$ cat config.mk
export PLATFORM = sky130hd
export DESIGN_NAME = unsigned_to_decimal_ascii
export DESIGN_NICKNAME = d
export VERILOG_FILES = /design/src/design/udec_pkg.sv /design/src/design/udec_dabble_stage.sv /design/src/design/udec_serializer.sv /design/src/design/unsigned_to_decimal_ascii.sv
export SDC_FILE = /design/constraint.sdc
export NUM_CORES = 1
export LEC_CHECK = 0
export BUFFER_PORTS_ARGS = -buffer_cell sky130_fd_sc_hd__buf_2
export CORE_MARGIN = 4
export CORE_UTILIZATION = 57
export DETAILED_ROUTE_END_ITERATION = 10
export GPL_TIMING_DRIVEN = 0
export PLACE_DENSITY = 0.77
export SYNTH_ARGS = -nofsm -noshare
export SYNTH_HDL_FRONTEND = slang
export SYNTH_SLANG_ARGS = --single-unit
$ cat constraint.sdc
create_clock -name aclk -period 3.1 [get_ports aclk]
set_input_delay 0.775 -clock aclk [delete_from_list [all_inputs] [get_ports aclk]]
set_output_delay 0.775 -clock aclk [all_outputs]
set_load 0.01 [all_outputs]
$ cat src/design/udec_pkg.sv
// Package for the unsigned binary to decimal ASCII converter.
// Holds widths, pipeline sizing and the stage payload type; no dependencies.
`timescale 1ns / 1ps

package udec_pkg;

    // Width of the converted number
    localparam int VALUE_WIDTH     = 16;
    // Decimal digits of 2**VALUE_WIDTH - 1: floor(VALUE_WIDTH * log10(2)) + 1
    localparam int NUM_DIGITS      = (VALUE_WIDTH * 30103) / 100000 + 1;
    localparam int BCD_WIDTH       = 4 * NUM_DIGITS;
    localparam int DIGIT_IDX_WIDTH = $clog2(NUM_DIGITS);

    // Shift-and-add-3 steps done by one pipeline stage
    localparam int STEPS_PER_STAGE = 4;
    localparam int NUM_STAGES      = (VALUE_WIDTH + STEPS_PER_STAGE - 1) / STEPS_PER_STAGE;
    // Binary operand is zero-extended so every stage consumes the same number of bits
    localparam int PAD_WIDTH       = NUM_STAGES * STEPS_PER_STAGE;

    // Stream widths
    localparam int S_DATA_WIDTH    = ((VALUE_WIDTH + 7) / 8) * 8;
    localparam int CHAR_WIDTH      = 6;
    localparam int M_DATA_WIDTH    = 8;

    localparam logic [CHAR_WIDTH-1:0] ASCII_ZERO = CHAR_WIDTH'(48);

    // Payload carried from stage to stage
    typedef struct packed {
        logic [BCD_WIDTH-1:0] bcd;
        logic [PAD_WIDTH-1:0] bin;
    } work_t;

endpackage

$ cat src/design/udec_dabble_stage.sv
// One pipeline stage of the shift-and-add-3 conversion (STEPS_PER_STAGE steps).
// Depends on udec_pkg for widths and the work_t payload type.
`timescale 1ns / 1ps

module udec_dabble_stage (
    input  logic            aclk,
    input  logic            aresetn,
    input  logic            in_valid,
    output logic            in_ready,
    input  udec_pkg::work_t in_data,
    output logic            out_valid,
    input  logic            out_ready,
    output udec_pkg::work_t out_data
);

    logic            valid_reg;
    logic            valid_next;
    udec_pkg::work_t data_reg;
    udec_pkg::work_t step_data;

    // Adjust every digit of five or more, then shift the next binary bit in
    always_comb begin
        udec_pkg::work_t w;
        logic [3:0]      dig;
        w = in_data;
        for (int s = 0; s < udec_pkg::STEPS_PER_STAGE; s++) begin
            for (int d = 0; d < udec_pkg::NUM_DIGITS; d++) begin
                dig = w.bcd[d*4 +: 4];
                if (dig >= 4'd5) begin
                    w.bcd[d*4 +: 4] = dig + 4'd3;
                end
            end
            w.bcd = {w.bcd[udec_pkg::BCD_WIDTH-2:0], w.bin[udec_pkg::PAD_WIDTH-1]};
            w.bin = {w.bin[udec_pkg::PAD_WIDTH-2:0], 1'b0};
        end
        step_data = w;
    end

    assign in_ready   = !valid_reg || out_ready;
    assign valid_next = in_ready ? in_valid : valid_reg;

    always_ff @(posedge aclk) begin
        if (!aresetn) begin
            valid_reg <= 1'b0;
        end else begin
            valid_reg <= valid_next;
        end
    end

    always_ff @(posedge aclk) begin
        if (in_valid && in_ready) begin
            data_reg <= step_data;
        end
    end

    assign out_valid = valid_reg;
    assign out_data  = data_reg;

endmodule

$ cat src/design/udec_serializer.sv
// Emits the finished BCD digits one per cycle while m_tready is high, most significant first, leading zeros dropped.
// Depends on udec_pkg for widths and the ASCII offset.
`timescale 1ns / 1ps

module udec_serializer (
    input  logic                                aclk,
    input  logic                                aresetn,
    input  logic                                in_valid,
    output logic                                in_ready,
    input  logic [udec_pkg::BCD_WIDTH-1:0]      in_bcd,
    output logic                                m_tvalid,
    input  logic                                m_tready,
    output logic [udec_pkg::M_DATA_WIDTH-1:0]   m_tdata,
    output logic                                m_tlast
);

    logic                                  busy_reg;
    logic                                  busy_next;
    logic [udec_pkg::DIGIT_IDX_WIDTH-1:0]  idx_reg;
    logic [udec_pkg::DIGIT_IDX_WIDTH-1:0]  idx_next;
    logic [udec_pkg::BCD_WIDTH-1:0]        bcd_reg;
    logic [udec_pkg::BCD_WIDTH-1:0]        bcd_next;
    logic [udec_pkg::DIGIT_IDX_WIDTH-1:0]  lead_idx;
    logic [3:0]                            digit;
    logic                                  final_digit;

    // Highest nonzero digit; zero keeps the units digit
    always_comb begin
        lead_idx = '0;
        for (int i = 0; i < udec_pkg::NUM_DIGITS; i++) begin
            if (in_bcd[i*4 +: 4] != 4'd0) begin
                lead_idx = udec_pkg::DIGIT_IDX_WIDTH'(i);
            end
        end
    end

    assign final_digit = (idx_reg == '0);
    assign in_ready    = !busy_reg || (m_tready && final_digit);

    always_comb begin
        busy_next = busy_reg;
        idx_next  = idx_reg;
        bcd_next  = bcd_reg;
        if (busy_reg && m_tready) begin
            if (final_digit) begin
                busy_next = 1'b0;
            end else begin
                idx_next = idx_reg - 1'b1;
            end
        end
        if (in_valid && in_ready) begin
            busy_next = 1'b1;
            idx_next  = lead_idx;
            bcd_next  = in_bcd;
        end
    end

    always_ff @(posedge aclk) begin
        if (!aresetn) begin
            busy_reg <= 1'b0;
        end else begin
            busy_reg <= busy_next;
        end
    end

    always_ff @(posedge aclk) begin
        idx_reg <= idx_next;
        bcd_reg <= bcd_next;
    end

    assign digit    = bcd_reg[{idx_reg, 2'b00} +: 4];
    assign m_tvalid = busy_reg;
    assign m_tdata  = udec_pkg::M_DATA_WIDTH'(udec_pkg::ASCII_ZERO + {2'b00, digit});
    assign m_tlast  = final_digit;

endmodule

$ cat src/design/unsigned_to_decimal_ascii.sv
// Top level of the unsigned binary to decimal ASCII converter.
// Depends on udec_pkg, udec_dabble_stage and udec_serializer.
`timescale 1ns / 1ps

// Converts one unsigned number per request on the s_ side into its decimal text on the
// m_ side: one ASCII digit per request, most significant first, leading zeros dropped,
// a zero giving the single character '0', and m_tlast set on the units digit. The binary
// to BCD conversion runs as a pipeline of NUM_STAGES register stages (four at 16 bits),
// each doing four shift-and-add-3 steps. The output stage then sends one digit per cycle
// while m_tready is high; a number has 1 to 5 digits at 16 bits. The pipeline keeps
// taking new numbers while the current text is being sent and holds them when the
// output stalls.
module unsigned_to_decimal_ascii (
    input  logic                                aclk,
    input  logic                                aresetn,
    input  logic                                s_tvalid,
    output logic                                s_tready,
    input  logic [udec_pkg::S_DATA_WIDTH-1:0]   s_tdata,   // [15:0] value
    output logic                                m_tvalid,
    input  logic                                m_tready,
    output logic [udec_pkg::M_DATA_WIDTH-1:0]   m_tdata,   // [5:0] digit_char, [7:6] zero
    output logic                                m_tlast    // last_digit
);

    logic            stage_valid [udec_pkg::NUM_STAGES+1];
    logic            stage_ready [udec_pkg::NUM_STAGES+1];
    udec_pkg::work_t stage_data  [udec_pkg::NUM_STAGES+1];

    // Feed the pipeline: empty BCD, binary value zero-extended to the padded width
    assign stage_valid[0]    = s_tvalid;
    assign s_tready          = stage_ready[0];
    assign stage_data[0].bcd = '0;
    assign stage_data[0].bin = udec_pkg::PAD_WIDTH'(s_tdata[udec_pkg::VALUE_WIDTH-1:0]);

    // Conversion pipeline; each stage holds its request while the next one is full
    for (genvar g = 0; g < udec_pkg::NUM_STAGES; g++) begin : g_stage
        udec_dabble_stage u_stage (
            .aclk      (aclk),
            .aresetn   (aresetn),
            .in_valid  (stage_valid[g]),
            .in_ready  (stage_ready[g]),
            .in_data   (stage_data[g]),
            .out_valid (stage_valid[g+1]),
            .out_ready (stage_ready[g+1]),
            .out_data  (stage_data[g+1])
        );
    end

    // Output register: drop leading zeros and send one digit per request
    udec_serializer u_serializer (
        .aclk     (aclk),
        .aresetn  (aresetn),
        .in_valid (stage_valid[udec_pkg::NUM_STAGES]),
        .in_ready (stage_ready[udec_pkg::NUM_STAGES]),
        .in_bcd   (stage_data[udec_pkg::NUM_STAGES].bcd),
        .m_tvalid (m_tvalid),
        .m_tready (m_tready),
        .m_tdata  (m_tdata),
        .m_tlast  (m_tlast)
    );

endmodule

==> reports/qor.txt <==
Run status: finished, violations left
Violated checks: negative setup slack
Leading register cell type out of synthesis: edfxtp_1
Count of flip-flops with a built-in enable after synthesis: 97
Number of flip-flops in the largest register: 74
Area fraction of the dominant cell type after synthesis: 39.8%
Slowest Stage Delay on Critical Path: 0.44 ns
Max Slew Vio Count: 0
Layout Skew: 0.0110 ns
Filler instances: 747
Maximum capacitance violations: 0
Yosys top cell by area: edfxtp_1
Die height: 121 um
Total number of placement rows: 41
Layout cells sized above 1: 38.0%
Kind of critical path: register to register
Peak supply drop: 0.464 mV
Setup repair after global routing missed its margin: yes
Critical path cell sequence: ha_2, nand2b_4, a21oi_4, mux2i_4, o21ai_2, xor2_2, inv_2, ha_4, nor2b_4, o211ai_1, o21a_1, nor2_1, mux2_1
Master cell of the clock root buffer: clkbuf_16
H-tree depth: 3
Final Cycle Share: 110%
Final WS setup: -0.296 ns
First-pass GRT wire length: 26,600 um
Synth warn: 0
Width of the die: 121 um
Path category of the worst min-delay check: register to register
Startpoint kind of the worst setup timing path: register
Hpwl dp: 10,700 um
GRT Residual Overflow: 0
Gate family responsible for the most delay along the worst path: compound AO/OA/AOI/OAI gates
Number of buffers added by the clock tree synthesis step: 9
Endpoint class of the critical path: register
Worst skew pair latency: 0.36 ns
Pwr dens: 879 nW/um^2
Mapped cell area: 7330 um^2
Max clock buf depth: 2
Drt via density: 6.23
Mean Syn Cell Area: 9.55 um^2
GRT Total Usage: 21.9%
Final weighted congestion of routability-driven global placement: 0.910
Layout Utilization: 78.3%
Die Footprint: 14,700 um^2
Routed length on met3: 948 um
Power consumption: 8.69 mW
Vias in the first global route: 6,171
Total of endpoints with negative setup slack in the final report: 24
Number of antenna violations at the first check in global routing: 0
Highest routed metal layer: met4
Average routed wire per standard cell: 18.0 um
Final count of hold timing violations: 0
Clock tree from TritonCTS: done
CTS sink cnt: 102
Count of placed standard cells including taps: 970
Met1 Routed Length: 6970 um
Number of distinct library cells after synthesis: 83
Via count of the routed design: 6,712
Remaining design rule violation count: 0
Count of antenna-violating nets left after detailed routing: 0
Number of synthesized register bits: 102
FMAX: 0.294 GHz
Final min period: 3.40 ns
Starting DRT DRC Count: 518
Buffer and inverter count on the worst path: 1
Port buffer count: 26
Data required time of the critical path: 3.21 ns
Cell area after placement: 7900 um^2
Number of detailed-route iterations in the first pass: 8
Static power due to leakage: 3.64 nW
Routed wire length on met2: 10,700 um
Placeable core region: 12,600 um^2
Remaining max-slew budget at the tightest pin: 33.4%
Total Wirelength: 19,400 um
Leading cell types by total area after synthesis: edfxtp_1 40%, ha_1 6.5%, a21oi_1 4.2%
Slowest library cell on the worst path: edfxtp_1
Area overhead of the layout relative to synthesis: 34.9%
Sequential area share after synthesis: 41.1%
Maximum number of pins on one net before global-route repair: 24
Initial Utilization: 58.1%
Least-Margin Pin Slew: 0.993 ns
DP Worst Slack: -0.526 ns
Non-Filler Instances: 1,078
# hold bufs at CTS: 0
Number of placed I/O pins: 31
Post-synthesis instance total: 767
Antenna diodes: 0
Arrival time at the worst endpoint: 3.50 ns
CTS clk-pin slew, worst paths: 0.08 ns
Share of synthesized registers carrying an async set or reset: 0%
Final net count: 959
Final design area excluding fillers: 9880 um^2
Largest driver fanout on the critical path: 6
## power by group
part           internal [mW]  switching (mW)  leakage [nW]  total, mW
logic                   2.65            2.99          2.55       5.64
clock network          0.640           0.531         0.146       1.17
registers               1.78          0.0880         0.948       1.87
## synthesized netlist by cell type (15+ instances only)
| cell type | instances |
|---|---|
| nand2_1 | 58 |
| mux2i_1 | 26 |
| edfxtp_1 | 97 |
| nor2_1 | 76 |
| o21ai_0 | 55 |
| xnor2_1 | 27 |
| nand2b_1 | 15 |
| o22ai_1 | 21 |
| a21oi_1 | 61 |
| nand3_1 | 15 |
| ha_1 | 38 |
| inv_1 | 43 |
| clkbuf_1 | 20 |
## layout by cell type (no fill, tap or decap), types with 10 or more instances in the layout
| cell | n |
|---|---|
| a21oi_1 | 45 |
| a21oi_2 | 13 |
| buf_2 | 28 |
| buf_4 | 91 |
| clkbuf_1 | 19 |
| edfxtp_1 | 97 |
| ha_4 | 20 |
| inv_1 | 21 |
| inv_2 | 21 |
| mux2i_1 | 15 |
| nand2_1 | 54 |
| nand3_1 | 14 |
| nor2_1 | 67 |
| o21a_1 | 13 |
| o21ai_0 | 42 |
| o21ai_1 | 12 |
| o21ai_2 | 11 |
| o22ai_1 | 19 |
| xnor2_1 | 13 |
| xnor2_2 | 10 |
## layout make-up
cell class | instances | area [um^2] | share of cell area (%)
repair buffers | 122 | 917 | 9.28
flip-flops and latches | 102 | 3010 | 30.5
multi-input cells | 592 | 5120 | 51.8
well taps | 172 | 215 | 2.18
clock inverters | 6 | 75.1 | 0.759
inverters | 45 | 176 | 1.78
clock buffers | 10 | 229 | 2.32
plain buffers | 29 | 139 | 1.41
## worst register-to-register path, delay by kind of cell (launching register included)
kind	cells	cell delay [ns]
AOI/OAI and AO/OA	4	0.70
buffers and inverters	1	0.12
adders and majority gates	2	0.40
muxes	2	0.71
and+or+nand+nor	3	0.44
DFF	1	0.44
xor gates and xnor gates	1	0.33
## worst paths after layout
kind | from | cells after the start | slack [ns] | end
hold reg to reg | g_stage[1].u_stage.out_data[11]$_DFFE_PP_ | 0 | 0.42 | g_stage[2].u_stage.out_data[15]$_DFFE_PP_
setup / recovery | g_stage[1].u_stage.out_data[20]$_DFFE_PP_ | 13 | -0.30 | g_stage[2].u_stage.out_data[27]$_DFFE_PP_
setup reg to reg | g_stage[1].u_stage.out_data[20]$_DFFE_PP_ | 13 | -0.30 | g_stage[2].u_stage.out_data[27]$_DFFE_PP_
hold / removal | g_stage[1].u_stage.out_data[11]$_DFFE_PP_ | 0 | 0.42 | g_stage[2].u_stage.out_data[15]$_DFFE_PP_
## through the flow
stage / hold WS [ns] / TNS (ns)
CTS: 0.423 / -0.319
global route: 0.428 / -5.85
floorplan: 0.400 / -0.0767
finish: 0.423 / -2.35
detailed placement: 0.406 / -6.96
global placement: 0.400 / -10.95
## what timing repair did
| item | 4_1_cts | 5_1_grt |
|---|---|---|
| buffers inserted | 50 | 43 |
| endpoints found under the setup margin | 28 | 34 |
| pin swaps | 27 | 66 |
| gates cloned | 0 | 0 |
| hold endpoints to repair | 0 | 0 |
| gates resized for setup | 83 | 121 |
## routing by layer
layer  track usage [%]  up-vias
li1                  -     3127
met1              23.6     3208
met2              42.2      304
met3              3.08       73
met4              9.59        0
met5                 0        -
## cell families after synthesis
kind of cell | after synthesis | share of synthesized area, %
AND/OR/NAND/NOR | 215 | 13.9
buffers and inverters | 75 | 4.17
other | 2 | 0.103
flip-flops | 102 | 41.1
XOR/XNOR | 37 | 4.73
adder cells (fa/ha/maj) | 39 | 6.63
AO/OA/AOI/OAI | 259 | 23.6
multiplexers | 38 | 5.74
Power figures use the tool's default switching activity.
